===== config.mk =====
export PLATFORM = sky130hd
export DESIGN_NAME = html_entity_decoder_top
export DESIGN_NICKNAME = d
export VERILOG_FILES = /design/src/design/hed_pkg.sv /design/src/design/hed_front.sv /design/src/design/hed_queue.sv /design/src/design/hed_back.sv /design/src/design/html_entity_decoder_top.sv
export SDC_FILE = /design/constraint.sdc
export NUM_CORES = 1
export LEC_CHECK = 0
export BUFFER_PORTS_ARGS = -buffer_cell sky130_fd_sc_hd__buf_2
export CORE_MARGIN = 5
export CORE_UTILIZATION = 65
export DETAILED_ROUTE_END_ITERATION = 7
export PLACE_DENSITY = 0.9
export SYNTH_ARGS = -nofsm -noshare
export SYNTH_HDL_FRONTEND = slang
export SYNTH_SLANG_ARGS = --single-unit

===== constraint.sdc =====
create_clock -name clk -period 20 [get_ports clk]
set_clock_uncertainty 0.15 [all_clocks]
set_input_delay 4 -clock clk [delete_from_list [all_inputs] [get_ports clk]]
set_output_delay 4 -clock clk [all_outputs]
set_load 0.05 [all_outputs]

===== src/design/hed_pkg.sv =====
// Shared types and constant tables for the HTML entity decoder.
package hed_pkg;

  localparam int ENT_COUNT  = 7;
  localparam int BODY_LEN   = 6;
  localparam int HOLD_DEPTH = 5;
  localparam int MAX_BURST  = 6;

  localparam logic [7:0] AMP = 8'h26;

  // Entity bodies after the ampersand: quot, lt, gt, #39, #039, amp, apos.
  localparam logic [7:0] ENT_BODY [ENT_COUNT][BODY_LEN] = '{
    '{8'h71, 8'h75, 8'h6F, 8'h74, 8'h3B, 8'h00},
    '{8'h6C, 8'h74, 8'h3B, 8'h00, 8'h00, 8'h00},
    '{8'h67, 8'h74, 8'h3B, 8'h00, 8'h00, 8'h00},
    '{8'h23, 8'h33, 8'h39, 8'h3B, 8'h00, 8'h00},
    '{8'h23, 8'h30, 8'h33, 8'h39, 8'h3B, 8'h00},
    '{8'h61, 8'h6D, 8'h70, 8'h3B, 8'h00, 8'h00},
    '{8'h61, 8'h70, 8'h6F, 8'h73, 8'h3B, 8'h00}
  };

  localparam logic [2:0] ENT_LEN [ENT_COUNT] = '{
    3'd5, 3'd3, 3'd3, 3'd4, 3'd5, 3'd4, 3'd5
  };

  localparam logic [7:0] ENT_CHAR [ENT_COUNT] = '{
    8'h22, 8'h3C, 8'h3E, 8'h27, 8'h27, 8'h26, 8'h27
  };

  // All result bytes caused by one request, in output order.
  typedef struct packed {
    logic [MAX_BURST-1:0][7:0] bytes;
    logic [2:0]                count;
    logic                      text_end;
  } burst_t;

endpackage


===== src/design/hed_front.sv =====
// Front end: accepts input bytes, tracks entity candidates and builds result bursts.
module hed_front (
  input  logic            clk,
  input  logic            rst_n,
  input  logic            accept,
  input  logic [7:0]      in_byte,
  input  logic            in_stream_end,
  output logic            push,
  output hed_pkg::burst_t burst
);

  logic                                in_entity_r, in_entity_nxt;
  logic [2:0]                          held_cnt_r, held_cnt_nxt;
  logic [7:0]                          held_r [hed_pkg::HOLD_DEPTH];
  logic [hed_pkg::ENT_COUNT-1:0]       live_r, live_nxt;

  logic [hed_pkg::ENT_COUNT-1:0]       next_codes;
  logic                                done_found;
  logic [2:0]                          done_idx;
  logic                                is_amp;
  logic                                do_hold;

  // Candidate match against every live entity at the current position.
  always_comb begin
    next_codes = '0;
    done_found = 1'b0;
    done_idx   = '0;
    for (int i = 0; i < hed_pkg::ENT_COUNT; i++) begin
      if (live_r[i] && held_cnt_r < hed_pkg::ENT_LEN[i] &&
          hed_pkg::ENT_BODY[i][held_cnt_r] == in_byte) begin
        next_codes[i] = 1'b1;
        if (held_cnt_r + 3'd1 == hed_pkg::ENT_LEN[i] && !done_found) begin
          done_found = 1'b1;
          done_idx   = 3'(i);
        end
      end
    end
  end

  assign is_amp  = (in_byte == hed_pkg::AMP);
  assign do_hold = in_entity_r && !done_found && (next_codes != '0) &&
                   (held_cnt_r < 3'(hed_pkg::HOLD_DEPTH));

  // Burst contents and next matcher state.
  always_comb begin
    burst.bytes    = '0;
    burst.count    = '0;
    burst.text_end = in_stream_end;
    in_entity_nxt  = in_entity_r;
    held_cnt_nxt   = held_cnt_r;
    live_nxt       = live_r;
    priority if (!in_entity_r) begin
      burst.bytes[0] = in_byte;
      if (!is_amp) begin
        burst.count = 3'd1;
      end else if (in_stream_end) begin
        burst.count = 3'd1;
      end else begin
        in_entity_nxt = 1'b1;
        held_cnt_nxt  = '0;
        live_nxt      = '1;
      end
    end else if (done_found) begin
      burst.bytes[0] = hed_pkg::ENT_CHAR[done_idx];
      burst.count    = 3'd1;
      in_entity_nxt  = 1'b0;
      held_cnt_nxt   = '0;
      live_nxt       = '0;
    end else begin
      // A flush is the ampersand, the held bytes, then possibly this byte.
      burst.bytes[0] = hed_pkg::AMP;
      for (int k = 1; k < hed_pkg::MAX_BURST; k++) begin
        if (k - 1 < int'(held_cnt_r)) begin
          burst.bytes[k] = held_r[3'(k - 1)];
        end else begin
          burst.bytes[k] = in_byte;
        end
      end
      if (do_hold) begin
        if (in_stream_end) begin
          burst.count   = held_cnt_r + 3'd2;
          in_entity_nxt = 1'b0;
          held_cnt_nxt  = '0;
          live_nxt      = '0;
        end else begin
          held_cnt_nxt = held_cnt_r + 3'd1;
          live_nxt     = next_codes;
        end
      end else begin
        burst.count = held_cnt_r + 3'd1 + 3'((!is_amp || in_stream_end) ? 1 : 0);
        if (is_amp && !in_stream_end) begin
          in_entity_nxt = 1'b1;
          held_cnt_nxt  = '0;
          live_nxt      = '1;
        end else begin
          in_entity_nxt = 1'b0;
          held_cnt_nxt  = '0;
          live_nxt      = '0;
        end
      end
    end
  end

  assign push = accept && (burst.count != '0);

  always_ff @(posedge clk) begin
    if (!rst_n) begin
      in_entity_r <= 1'b0;
      held_cnt_r  <= '0;
      live_r      <= '0;
    end else if (accept) begin
      in_entity_r <= in_entity_nxt;
      held_cnt_r  <= held_cnt_nxt;
      live_r      <= live_nxt;
    end
  end

  always_ff @(posedge clk) begin
    if (accept && do_hold) begin
      held_r[held_cnt_r] <= in_byte;
    end
  end

  // The longest entity body completes on its fifth byte, so at most four are held.
  a_held_bound: assert property (@(posedge clk) disable iff (!rst_n)
    held_cnt_r < 3'(hed_pkg::HOLD_DEPTH))
    else $error("held byte count out of range");

  a_idle_clean: assert property (@(posedge clk) disable iff (!rst_n)
    !in_entity_r |-> (held_cnt_r == '0 && live_r == '0))
    else $error("matcher state not cleared outside an entity");

endmodule


===== src/design/hed_queue.sv =====
// Short queue of result bursts between the front end and the output stage.
module hed_queue #(
  parameter int DEPTH = 2
) (
  input  logic            clk,
  input  logic            rst_n,
  input  logic            push,
  input  hed_pkg::burst_t push_data,
  input  logic            pop,
  output hed_pkg::burst_t head,
  output logic            full,
  output logic            empty
);

  localparam int PTR_W = (DEPTH > 1) ? $clog2(DEPTH) : 1;
  localparam int CNT_W = $clog2(DEPTH + 1);

  hed_pkg::burst_t  entry_r [DEPTH];
  logic [PTR_W-1:0] wr_ptr_r, wr_ptr_nxt;
  logic [PTR_W-1:0] rd_ptr_r, rd_ptr_nxt;
  logic [CNT_W-1:0] count_r, count_nxt;

  assign full  = (count_r == CNT_W'(DEPTH));
  assign empty = (count_r == '0);
  assign head  = entry_r[rd_ptr_r];

  always_comb begin
    wr_ptr_nxt = wr_ptr_r;
    rd_ptr_nxt = rd_ptr_r;
    count_nxt  = count_r;
    if (push) begin
      wr_ptr_nxt = (wr_ptr_r == PTR_W'(DEPTH - 1)) ? '0 : wr_ptr_r + 1'b1;
    end
    if (pop) begin
      rd_ptr_nxt = (rd_ptr_r == PTR_W'(DEPTH - 1)) ? '0 : rd_ptr_r + 1'b1;
    end
    unique case ({push, pop})
      2'b10:   count_nxt = count_r + 1'b1;
      2'b01:   count_nxt = count_r - 1'b1;
      default: count_nxt = count_r;
    endcase
  end

  always_ff @(posedge clk) begin
    if (!rst_n) begin
      wr_ptr_r <= '0;
      rd_ptr_r <= '0;
      count_r  <= '0;
    end else begin
      wr_ptr_r <= wr_ptr_nxt;
      rd_ptr_r <= rd_ptr_nxt;
      count_r  <= count_nxt;
    end
  end

  always_ff @(posedge clk) begin
    if (push) begin
      entry_r[wr_ptr_r] <= push_data;
    end
  end

  a_no_overflow: assert property (@(posedge clk) disable iff (!rst_n)
    push |-> !full)
    else $error("burst pushed into a full queue");

  a_no_underflow: assert property (@(posedge clk) disable iff (!rst_n)
    pop |-> !empty)
    else $error("burst popped from an empty queue");

endmodule


===== src/design/hed_back.sv =====
// Output stage: serializes queued bursts into one result byte per cycle while out_stall is low.
module hed_back (
  input  logic            clk,
  input  logic            rst_n,
  input  hed_pkg::burst_t head,
  input  logic            empty,
  output logic            pop,
  output logic            out_valid,
  input  logic            out_stall,
  output logic [7:0]      out_byte,
  output logic            out_run_last,
  output logic            out_text_last
);

  logic [hed_pkg::MAX_BURST-1:0][7:0] cur_bytes_r, cur_bytes_nxt;
  logic [2:0]                         cur_rem_r, cur_rem_nxt;
  logic                               cur_end_r, cur_end_nxt;
  logic                               take;

  assign out_valid     = (cur_rem_r != '0);
  assign take          = out_valid && !out_stall;
  assign pop           = !empty && (!out_valid || (take && cur_rem_r == 3'd1));
  assign out_byte      = cur_bytes_r[0];
  assign out_run_last  = (cur_rem_r == 3'd1);
  assign out_text_last = (cur_rem_r == 3'd1) && cur_end_r;

  always_comb begin
    cur_bytes_nxt = cur_bytes_r;
    cur_rem_nxt   = cur_rem_r;
    cur_end_nxt   = cur_end_r;
    priority if (pop) begin
      cur_bytes_nxt = head.bytes;
      cur_rem_nxt   = head.count;
      cur_end_nxt   = head.text_end;
    end else if (take) begin
      for (int k = 0; k < hed_pkg::MAX_BURST - 1; k++) begin
        cur_bytes_nxt[k] = cur_bytes_r[k + 1];
      end
      cur_rem_nxt = cur_rem_r - 3'd1;
    end
  end

  always_ff @(posedge clk) begin
    if (!rst_n) begin
      cur_rem_r <= '0;
    end else begin
      cur_rem_r <= cur_rem_nxt;
    end
  end

  always_ff @(posedge clk) begin
    cur_bytes_r <= cur_bytes_nxt;
    cur_end_r   <= cur_end_nxt;
  end

  a_rem_bound: assert property (@(posedge clk) disable iff (!rst_n)
    cur_rem_r <= 3'(hed_pkg::MAX_BURST))
    else $error("remaining burst length out of range");

  a_stay_idle: assert property (@(posedge clk) disable iff (!rst_n)
    (empty && !out_valid) |=> !out_valid)
    else $error("result appeared with nothing queued");

endmodule


===== src/design/html_entity_decoder_top.sv =====
// Top level of the streaming HTML entity decoder.
// The input channel takes one text byte per request on in_byte, with in_stream_end
// marking the final byte of a text. Seven entities (quot, lt, gt, #39, #039, apos,
// amp) are replaced by their byte; everything else passes through unchanged.
// Each result carries out_byte, out_run_last on the last byte caused by an input
// request, and out_text_last on the final byte of the text.
// A byte is accepted at a clock edge where in_valid is high and in_stall is low.
// Bytes that may still begin an entity are held and give no result until the
// match completes, breaks, or the text ends.
// The first result of a request is registered in the queue and then in the output
// stage before it is offered to the receiver.
// The input takes one byte per cycle while no request yields more than one result
// and out_stall stays low; a multi-byte flush holds the output stage until each
// byte is taken; the input stalls only once QUEUE_DEPTH bursts wait behind it.
// When the receiver raises out_stall the current result holds and the queue
// fills; in_stall rises when it is full.
// Synchronous reset clears the matcher, the queue and the output stage; no result
// is offered after reset until a new request arrives.
module html_entity_decoder_top #(
  parameter int QUEUE_DEPTH = 2
) (
  input  logic       clk,
  input  logic       rst_n,
  input  logic       in_valid,
  output logic       in_stall,
  input  logic [7:0] in_byte,
  input  logic       in_stream_end,
  output logic       out_valid,
  input  logic       out_stall,
  output logic [7:0] out_byte,
  output logic       out_run_last,
  output logic       out_text_last
);

  hed_pkg::burst_t burst;
  hed_pkg::burst_t head;
  logic            accept;
  logic            push;
  logic            pop;
  logic            q_full;
  logic            q_empty;

  assign in_stall = q_full;
  assign accept   = in_valid && !q_full;

  hed_front u_front (
    .clk           (clk),
    .rst_n         (rst_n),
    .accept        (accept),
    .in_byte       (in_byte),
    .in_stream_end (in_stream_end),
    .push          (push),
    .burst         (burst)
  );

  hed_queue #(
    .DEPTH (QUEUE_DEPTH)
  ) u_queue (
    .clk       (clk),
    .rst_n     (rst_n),
    .push      (push),
    .push_data (burst),
    .pop       (pop),
    .head      (head),
    .full      (q_full),
    .empty     (q_empty)
  );

  hed_back u_back (
    .clk           (clk),
    .rst_n         (rst_n),
    .head          (head),
    .empty         (q_empty),
    .pop           (pop),
    .out_valid     (out_valid),
    .out_stall     (out_stall),
    .out_byte      (out_byte),
    .out_run_last  (out_run_last),
    .out_text_last (out_text_last)
  );

endmodule


==> Yosys cells after proc, flatten, opt, wreduce, memory -nomap -nowiden <==
Memory sizes are Yosys's and may differ from the RTL's. A register that Yosys moved wholly into a read port is not among the register bits.
Cells that the tools add are included.
{ "op_classes": {"addsub": 8, "order_cmp": 10, "bitwise_logic": 2, "eq_ne": 16, "n_reduce_logical": 54, "n_mux": 95} }
{ "op_table": {"columns": ["operator", "n"], "rows": [
  ["2-to-1 mux 8 bit", 21],
  ["2-to-1 mux 40 bit", 4],
  ["2-to-1 mux 3 bit", 22],
  ["equality test 8 bit", 7],
  ["2-to-1 mux 7 bit", 7],
  ["2-to-1 mux 1 bit", 38],
  ["logical AND 1 bit", 31],
  ["2-to-1 mux 11 bit", 2],
  ["zero test 1 bit", 13],
  ["equality test 8 x 6 -> 1 bit (second input constant)", 1],
  ["greater-or-equal comparator 4 bit (second input constant)", 2],
  ["inverter 3 -> 4 bit", 2],
  ["nonzero test 7 bit", 1],
  ["equality test 3 bit (second input constant)", 2],
  ["< comparator 1 x 3 -> 1 bit (first input constant)", 2],
  ["< comparator 2 x 3 -> 1 bit (first input constant)", 2],
  ["< comparator 3 bit (second input constant)", 2],
  ["nonzero test 2 bit", 3],
  ["nonzero test 3 bit", 2],
  ["equality test 2 bit (second input constant)", 2],
  ["case mux 2 bit (2 select lines)", 1],
  ["adder 3 x 1 -> 3 bit (second input constant)", 1],
  ["adder 3 x 2 -> 3 bit (second input constant)", 1],
  ["adder 3 bit", 1],
  ["other kinds (13)", 15]
]} }
{ "totals": {"memories": 10, "in_bits": 13, "rom_bits": 512, "regBits": 67, "ram_bits": 144} }
{ "memory_table": {"columns": ["memory", "depth", "word_bits", "read_ports", "rd_clocked_by_memory_dff", "wr", "line", "text"], "rows": [
  ["u_queue.entry_r", 2, 52, 1, 1, 1, "hed_queue.sv:18", "hed_pkg::burst_t entry_r [DEPTH];"],
  ["(name not given)", 8, 8, 1, 0, 0, "hed_front.sv:30", "hed_pkg::ENT_BODY[i][held_cnt_r] == in_byte) begin"],
  ["(name not given)", 8, 8, 1, 0, 0, "hed_front.sv:30", null],
  ["(name not given)", 8, 8, 1, 0, 0, "hed_front.sv:64", "burst.bytes[0] = hed_pkg::ENT_CHAR[done_idx];"],
  ["(name not given)", 8, 8, 1, 0, 0, "hed_front.sv:30", null],
  ["(name not given)", 8, 8, 1, 0, 0, "hed_front.sv:30", null],
  ["+4 memories", null, null, null, null, null, null, null]
]} }

==> Longest topological paths before layout <==
Gate-level depths: netlist (run 1).
{ "depth": {"ltp_word": 42, "ltp_mapped": 18} }

==> Hierarchy <==
From an unflattened synthesis (run 1), not the netlist that was laid out.
{ "unflattened": {"hier_cells": 759, "hier_area_um2": 10323.7} }
{ "by_module_without_submodules": {"columns": ["mod", "seq_area_each_um2", "cells_per_inst", "n_inst", "area_each_um2"], "rows": [
  ["hed_front", 1421.4, 438, 1, 4041.4],
  ["hed_queue", 3223.1, 184, 1, 3955.0],
  ["hed_back", 1531.5, 136, 1, 2313.5],
  ["html_entity_decoder_top", 0.0, 1, 1, 13.8]
]} }

==> Worst setup path before layout (run 1) <==
OpenSTA, ideal clock, no wires.
{ "synth_timing": {"path_kind": "input port to flip-flop", "startpoint": "in in_byte[3]", "endpoint": "mem u_queue.entry_r[0][0] (netlist bit), enable pin", "path_buffers": 2, "cell_stages": 13, "arrival_ns": 8.458, "setup_time_ns": 0.462, "path_slack_ns": 10.931, "cell_sequence": "buf_2 clkbuf_1 nor4_1 nand3_1 nor4b_2 inv_1 ha_1 ha_1 xnor2_1 mux2_2 a21oi_1 o21ai_2 nor2_1"} }
{ "synth_between": {"elab_chain_len": 38} }
{ "synth_lines": {"columns": ["item", "line", "text"], "rows": [
  ["start: declaration", "html_entity_decoder_top.sv:26", "input logic [7:0] in_byte,"],
  ["equality test 8 bit", "hed_front.sv:30", null],
  ["logical AND 1 bit", "hed_front.sv:29", "if (live_r[i] && held_cnt_r < hed_pkg::ENT_LEN[i] &&"],
  ["2-to-1 mux 1 bit", "hed_front.sv:29", null],
  ["zero test 1 bit", "hed_front.sv:32", "if (held_cnt_r + 3'd1 == hed_pkg::ENT_LEN[i] && !done_found) begin"],
  ["logical AND 1 bit", "hed_front.sv:32", null],
  ["2-to-1 mux 1 bit", "hed_front.sv:32", null],
  ["2-to-1 mux 1 bit", "hed_front.sv:29", null],
  ["zero test 1 bit", "hed_front.sv:32", null],
  ["[20 not listed]", null, null],
  ["logical AND 1 bit (3 in a row)", "hed_front.sv:41", "assign do_hold = in_entity_r && !done_found && (next_codes != '0) &&"],
  ["2-to-1 mux 3 bit", "hed_front.sv:79", "if (do_hold) begin"],
  ["2-to-1 mux 11 bit", "hed_front.sv:63", "end else if (done_found) begin"],
  ["2-to-1 mux 11 bit *", "hed_front.sv:52", "priority if (!in_entity_r) begin"],
  ["nonzero test 3 bit *", "hed_front.sv:104", "assign push = accept && (burst.count != '0);"],
  ["logical AND 1 bit *", "hed_front.sv:104", null],
  ["2-to-1 mux 1 bit *", "hed_queue.sv:57", "if (push) begin"],
  ["2-to-1 mux 1 bit (not written as such) *", "hed_queue.sv:58", "entry_r[wr_ptr_r] <= push_data;"],
  ["end: declaration", "hed_queue.sv:18", null]
]} }
Every way passes the cells marked *; elsewhere a longest branch is shown, timed or not.

==> reports/results.txt, run 1 <==
fraction of met1 tracks used by global routing: 0.3104
multiplexer share of the synthesized area: 0.09046
level count of the clock H-tree: 1
CP Data Arrival Time: 7.44 ns
weighted congestion reported at the end of routability-driven placement: 0.9702
die area: 0.01776 mm^2
count of flip-flops with a built-in enable after synthesis: 193
maximum frequency from static timing analysis: 0.1337 GHz
half-perimeter wire length after placement: 12910 um
first-pass GRT wire length: 32650 um
crit path kind: in -> reg
cell depth of the worst min-delay path: 2
worst slew pin tran: 1.414 ns
fraction of the mapped netlist area in compound gates: 0.07982
routing usage on met2: 0.3984
total overflow reported by the global router: 0
final worst hold slack: 0.3662 ns
Post-CTS Setup Repair Bufs: 0
number of cells upsized or downsized after cts: 0
std cell rows: 45
initial core utilization: 0.6569
Seq cells post-synth: 212
via-per-instance ratio: 6.245
outcome: finished clean
start of the worst register-to-register path: u_front.held_cnt_r[1]$_SDFFE_PN0P_
Total Wirelength: 20430 um
largest incremental delay on the critical path: 0.56 ns
min-delay worst type: reg -> reg
cell at the root of the clock tree: clkbuf_16
max capacitance violation total: 0
P_leak: 3.756 nW
relative max-transition margin: 0.05759
dpl cells: 940
I/O pin count: 25
highest net fanout along the worst path: 52
post-route minimum period: 7.477 ns
power density relative to cell area: 126.0 mW/mm^2
Reg2Reg Depth: 13
number of nets in the layout: 814
number of global-route vias before repair: 6000
required arrival time at the worst endpoint: 19.97 ns
port buffer count: 24
Post-Syn Nets: 815
Buffers & Inverters on Critical Path: 3
largest family of logic cells by synthesized area: simple AND/OR/NAND/NOR gates
proportion of register bits with asynchronous set or reset after synthesis: 0
layout overhead on the synthesized area: 7.716%
number of detailed-route iterations in the first pass: 5
Cell Chain, Critical Path: buf_2 -> xnor2_1 -> nor4_4 -> nand4_1 -> nor3_1 -> nand2b_1 -> nand2b_1 -> buf_4 -> a211o_1 -> o21ai_2 -> nor2_4 -> buf_4
adder-cell share of the synthesized area: 0.03294
kind of cell adding the most delay to the critical path: simple AND/OR/NAND/NOR gates
number of clock sinks: 212
number of antenna violations at the first check in global routing: 0
minimum setup slack among reg-to-reg paths: 15.15 ns
Core ar.: 0.01503 mm^2
post-route insts no fill: 976
final core utilization: 0.7076
vias post-DR: 6095
sequential cell area fraction in the yosys report: 0.6254
start point of the worst hold path: u_queue.rd_ptr_r$_SDFFE_PN0P_
number of clock buffers inserted by TritonCTS: 21
die height: 133.3 um
filler cell count: 955
drt wl/cell: 20.93 um
Antenna Nets Post-Route: 0
Die Wd: 133.3 um
most used flip-flop cell after synthesis: edfxtp_1
Synth Warn #: 0
power consumption: 1.341 mW
slowest cell on the critical path: buf_4
maximum number of pins on one net before global-route repair: 99
Distinct cells, synth: 65
number of buffers on the longest clock path: 3
source-to-sink clock delay at the later pin of the worst-skew pair: 0.49 ns
Hold Buf Count CTS: 0
number of pins with negative max-slew slack in the final report: 0
setup violators final: 0
Period Utilization, post-route: 0.3739
final setup TNS: 0 ns
iteration-0 DRC count of the detailed router: 541
Avg Cell Area, Syn: 12.73 um^2
number of antenna cells inserted: 0
worst supply voltage drop on vdd: 85.53 uV
clock tree from TritonCTS: done
xor/xnor share of the synthesized area: 0.02306
gr usage total: 0.2302
RSZ-0062 raised after global routing: false
# DRC: 0
element type at the critical path start: input pin
met3 track demand over resource: 0.03172
kind of end point of the critical path: flop
clock-pin slew of the registers on the worst-case setup and hold paths: 0.06 ns
share of cells above drive strength 1: 0.1180
simple-gate share of the synthesized area: 0.1125
mapped cell area: 0.009876 mm^2
worst flop-to-flop path endpoint: u_queue.entry_r[1][23]$_DFFE_PP_
routing layer with the top usage in global route: met2
synthesized netlist cell count: 776
Hold Violations, Final: 0
==> how the worst max path moves through the flow <==
| stage | from | end | depth (start not counted) |
|---|---|---|---|
| 2_1_floorplan | in_byte[3] | u_queue.entry_r[0][0]$_DFFE_PP_ | 13 |
| 3_3_place_gp | in_byte[3] | u_queue.entry_r[0][51]$_DFFE_PP_ | 12 |
| 3_5_place_dp | in_byte[5] | u_queue.entry_r[1][43]$_DFFE_PP_ | 12 |
| 4_1_cts | in_byte[5] | u_queue.entry_r[1][11]$_DFFE_PP_ | 12 |
| 5_1_grt | in_byte[5] | u_queue.entry_r[1][39]$_DFFE_PP_ | 12 |
| 6_report | in_byte[5] | u_queue.entry_r[1][23]$_DFFE_PP_ | 12 |
==> cell usage after synthesis (11+ instances only) <==
master / count / area, um^2
edfxtp_1: 193 / 5796
dfxtp_1: 19 / 380.4
mux2i_1: 78 / 780.8
a21oi_1: 61 / 305.3
nor2b_1: 14 / 87.58
xnor2_1: 17 / 148.9
nor3_1: 11 / 55.05
inv_1: 15 / 56.30
clkbuf_1: 27 / 101.4
o21ai_0: 16 / 80.08
nor2_1: 101 / 379.1
ha_1: 26 / 325.3
buf_2: 13 / 65.06
nand2_1: 39 / 146.4
==> kinds of logic after synthesis <==
group | Yosys count
AO/OA/AOI/OAI | 125
XOR/XNOR | 26
adder cells (fa/ha/maj) | 26
buffers and inverters | 74
flip-flops | 212
multiplexers | 88
AND/OR/NAND/NOR | 225
==> placed cells by master (no fill, tap or decap), types with 7 or more instances in the layout <==
cell type / Yosys / final
edfxtp_1: 193 / 193
nor2_1: 101 / 99
mux2i_1: 78 / 78
a21oi_1: 61 / 61
nand2_1: 39 / 39
ha_1: 26 / 26
buf_2: 13 / 24
clkbuf_16: 0 / 21
dfxtp_1: 19 / 18
xnor2_1: 17 / 17
o21ai_0: 16 / 16
inv_1: 15 / 15
nor2b_1: 14 / 14
nor3_1: 11 / 11
nand2b_1: 10 / 10
mux2_2: 10 / 10
a31oi_1: 10 / 10
xor2_1: 9 / 9
buf_4: 8 / 8
nand3_1: 7 / 7
==> worst register-to-register path, stage by stage, from the launching register on <==
cell and delay [ns]:
dfxtp_1 0.63, inv_1 0.29, ha_1 0.31, a21o_1 0.29, nor4_4 0.35, nand4_1 0.26, nor3_1 0.33, nand2b_1 0.16
nand2b_1 0.18, buf_4 0.41, a211o_1 0.26, o21ai_2 0.15, nor2_4 0.12, buf_4 0.56
==> metal layers <==
metal	part of all wire	vias to the layer above
met1	0.41	3000
met2	0.51	241
met3	0.056	41
li1	-	2813
met4	0.024	0
met5	0	-
==> flip-flops by register name, indices dropped and copies added, names as in the netlist, named ones only <==
signal,count
u_queue.rd_ptr_r,1
u_front.held_r,40
u_back.cur_rem_r,3
u_queue.count_r,2
u_front.in_entity_r,1
u_back.cur_bytes_r,40
u_front.held_cnt_r,3
u_front.live_r,7
u_queue.wr_ptr_r,1
u_back.cur_end_r,1
u_back.out_byte,8
u_queue.entry_r,104
==> power by group <==
part	internal, mW	switching (mW)
clock network	0.201	0.155
registers	0.622	0.0269
logic	0.103	0.234
==> metrics by stage <==
stage | cell area, um^2 | setup WS [ns]
floorplan | 9876 | 10.93
detailed placement | 10020 | 12.11
global route | 10640 | 12.31
CTS | 10640 | 12.57
global placement | 10020 | 12.25
finish | 10640 | 12.52
==> area by class of cell <==
| type | instances | area, um^2 | area share |
|---|---|---|---|
| flip-flops and latches | 212 | 6177 | 0.5807 |
| multi-input cells | 490 | 3362 | 0.3160 |
| clock buffers | 28 | 571.8 | 0.05375 |
| well taps | 188 | 235.2 | 0.02211 |
| repair buffers | 32 | 180.2 | 0.01694 |
| inverters | 18 | 67.56 | 0.006351 |
| clock inverters | 8 | 43.79 | 0.004117 |
No activity file was read; power rests on OpenSTA's default activity.
==> run 2, diff against run 1 <==
Settings changed: CORE_UTILIZATION 65 to 62, PLACE_DENSITY 0.9 to 0.87.
Clock period 20 ns to 6.95 ns, I/O delays scaled along.
==> run 2 against run 1 <==
  * Worst hold slack lost 0.0071 ns
  * Core utilization shrank 3.0 points
  * Sequential power grew to 2.9 times the previous value
  * Routed wire length grew 1.5%
  * Flip-flop and latch count is the same
  * Clock-buffer cell count shrank 5
  * Global-route usage is essentially flat
  * Final cell count grew 2.6%
  * Clock power grew to 3.0 times the previous value
  * Register-to-register slack lost 13 ns
  * Via count shrank 0.97%
  * Total power grew to 2.9 times the previous value
  * Critical endpoint is now u_queue.entry_r[0][50]$_DFFE_PP_
  * Largest power group unchanged
==> reports/results.txt, run 2 (same netlist as run 1, synthesis figures left out) <==
worst supply voltage drop on vdd: 236.0 uV (was 85.53 uV)
post-route insts no fill: 1001 (was 976)
outcome: finished clean (unchanged)
port buffer count: 24 (unchanged)
most flop-heavy register: u_queue.entry_r (unchanged)
# DRC: 0 (unchanged)
power density relative to cell area: 366.1 mW/mm^2 (was 126.0 mW/mm^2)
max capacitance violation total: 0 (unchanged)
relative max-transition margin: 0.2251 (was 0.05759)
worst slew pin tran: 1.153 ns (was 1.414 ns)
instance area at placement: 0.01006 mm^2 (was 0.01002 mm^2)
final setup TNS: 0 ns (unchanged)
dpl cells: 969 (was 940)
Cell Chain, Critical Path: buf_2 -> nor4_1 -> nand3_1 -> nor4b_2 -> inv_1 -> ha_1 -> ha_1 -> xnor2_1 -> mux2_2 -> a21oi_1 -> o21ai_2 -> nor2_4 -> buf_4 (was buf_2 -> xnor2_1 -> nor4_4 -> nand4_1 -> nor3_1 -> nand2b_1 -> nand2b_1 -> buf_4 -> a211o_1 -> o21ai_2 -> nor2_4 -> buf_4)
number of nets in the layout: 815 (was 814)
largest incremental delay on the critical path: 0.71 ns (was 0.56 ns)
setup violators final: 0 (unchanged)
level count of the clock H-tree: 1 (unchanged)
layout overhead on the synthesized area: 8.274% (was 7.716%)
die area: 0.01855 mm^2 (was 0.01776 mm^2)
Period Utilization, post-route: 0.7275
maximum number of pins on one net before global-route repair: 99 (unchanged)
vias post-DR: 6036 (was 6095)
maximum frequency from static timing analysis: 0.1978 GHz
min-delay worst type: reg -> reg (unchanged)
number of clock buffers inserted by TritonCTS: 21 (unchanged)
total overflow reported by the global router: 0 (unchanged)
kind of end point of the critical path: flop (unchanged)
share of cells above drive strength 1: 0.1185 (was 0.1180)
clock tree from TritonCTS: done (unchanged)
I/O pin count: 25 (unchanged)
initial core utilization: 0.6262 (was 0.6569)
post-route minimum period: 5.056 ns
fin worst setup slack: 1.894 ns (was 12.52 ns)
number of cells upsized or downsized after cts: 0 (unchanged)
number of global-route vias before repair: 6004 (was 6000)
Post-CTS Setup Repair Bufs: 0 (unchanged)
Core ar.: 0.01577 mm^2 (was 0.01503 mm^2)
P_leak: 3.767 nW (was 3.756 nW)
element type at the critical path start: input pin (unchanged)
slowest cell on the critical path: nor2_4 (was buf_4)
number of buffers on the longest clock path: 3 (unchanged)
weighted congestion reported at the end of routability-driven placement: 0.8821 (was 0.9702)
final core utilization: 0.6780 (was 0.7076)
first-pass GRT wire length: 33060 um (was 32650 um)
post-route cell area: 0.01069 mm^2 (was 0.01064 mm^2)
power consumption: 3.915 mW (was 1.341 mW)
highest net fanout along the worst path: 29 (was 52)
leading cell type in the layout, fill and taps excluded: edfxtp_1 (unchanged)
iteration-0 DRC count of the detailed router: 597 (was 541)
clock-pin slew of the registers on the worst-case setup and hold paths: 0.06 ns (about the same)
Total Wirelength: 20740 um (was 20430 um)
RSZ-0062 raised after global routing: false (unchanged)
crit path kind: in -> reg (unchanged)
std cell rows: 46 (was 45)
CP Data Arrival Time: 5.07 ns (was 7.44 ns)
drt wl/cell: 20.72 um (was 20.93 um)
Hold Buf Count CTS: 0 (unchanged)
number of antenna cells inserted: 0 (unchanged)
die height: 136.2 um (was 133.3 um)
pre-CTS setup slack: 1.451 ns (was 12.11 ns)
cell at the root of the clock tree: clkbuf_16 (unchanged)
final worst hold slack: 0.3592 ns (was 0.3662 ns)
required arrival time at the worst endpoint: 6.96 ns (was 19.97 ns)
number of clock sinks: 212 (unchanged)
via-per-instance ratio: 6.030 (was 6.245)
Antenna Nets Post-Route: 0 (unchanged)
half-perimeter wire length after placement: 13170 um (was 12910 um)
largest registers: u_queue.entry_r: 104 flops, u_back.cur_bytes_r: 40 flops, u_front.held_r: 40 flops (unchanged)
gr usage total: 0.2301 (was 0.2302)
number of detailed-route iterations in the first pass: 6 (was 5)
number of pins with negative max-slew slack in the final report: 0 (unchanged)
Hold Violations, Final: 0 (unchanged)
Die Wd: 136.2 um (was 133.3 um)
most repeated library cell on the critical path: ha_1
max reg flops: 104 (unchanged)
source-to-sink clock delay at the later pin of the worst-skew pair: 0.49 ns (about the same)
most used cells in the layout excluding fill and tap cells: edfxtp_1, nor2_1, mux2i_1 (unchanged)
number of antenna violations at the first check in global routing: 0 (unchanged)
-- run 2: cell count changes in the layout (fill, tap and decap cells not counted), sizes merged --
cell,before,now
buf,32,33
bufinv,0,2
clkbuf,28,23
inv,18,17
-- run 2: final cells by class --
class	instances	area (um^2)
fill	1073	5077
clock inverter	9	95.09
timing repair buffer	33	187.7
sequential	212	6177
tap	216	270.3
clock buffer	23	533.0
multi-input combinational	490	3362
inverter	18	67.56
-- run 2: routing by layer --
metal / share of wire / GRT usage / vias to the layer above
met4: 0.022 / 0.05543 / 0
met2: 0.51 / 0.3924 / 185
met3: 0.049 / 0.02776 / 37
met5: 0 / 0 / -
met1: 0.42 / 0.3187 / 3007
li1: - / - / 2807
-- run 2: path summary, 6_finish.rpt --
kind / from / endpoint / slack [ns] / cells past startpoint
min: u_queue.rd_ptr_r$_SDFFE_PN0P_ / u_queue.rd_ptr_r$_SDFFE_PN0P_ / 0.36 / 2
min reg2reg: u_queue.rd_ptr_r$_SDFFE_PN0P_ / u_queue.rd_ptr_r$_SDFFE_PN0P_ / 0.36 / 2
max: in_byte[3] / u_queue.entry_r[0][50]$_DFFE_PP_ / 1.89 / 13
max reg2reg: u_front.held_cnt_r[1]$_SDFFE_PN0P_ / u_queue.entry_r[0][50]$_DFFE_PP_ / 1.91 / 12
-- run 2: worst max-delay path: cells and delay by family --
family | cells | cell delay (ns)
and+or+nand+nor | 4 | 1.67
buffers and inverters | 3 | 0.81
adders and majority gates | 2 | 0.44
AOI/OAI and AO/OA | 2 | 0.32
muxes | 1 | 0.29
xor gates and xnor gates | 1 | 0.12
-- run 2: report_power, final --
group | total (mW) | leakage (nW) | switching, mW | internal, mW
sequential | 1.87 | 1.97 | 0.0853 | 1.79
combinational | 0.979 | 1.48 | 0.682 | 0.298
clock | 1.06 | 0.310 | 0.440 | 0.621
total | 3.91 | 3.77 | 1.21 | 2.71
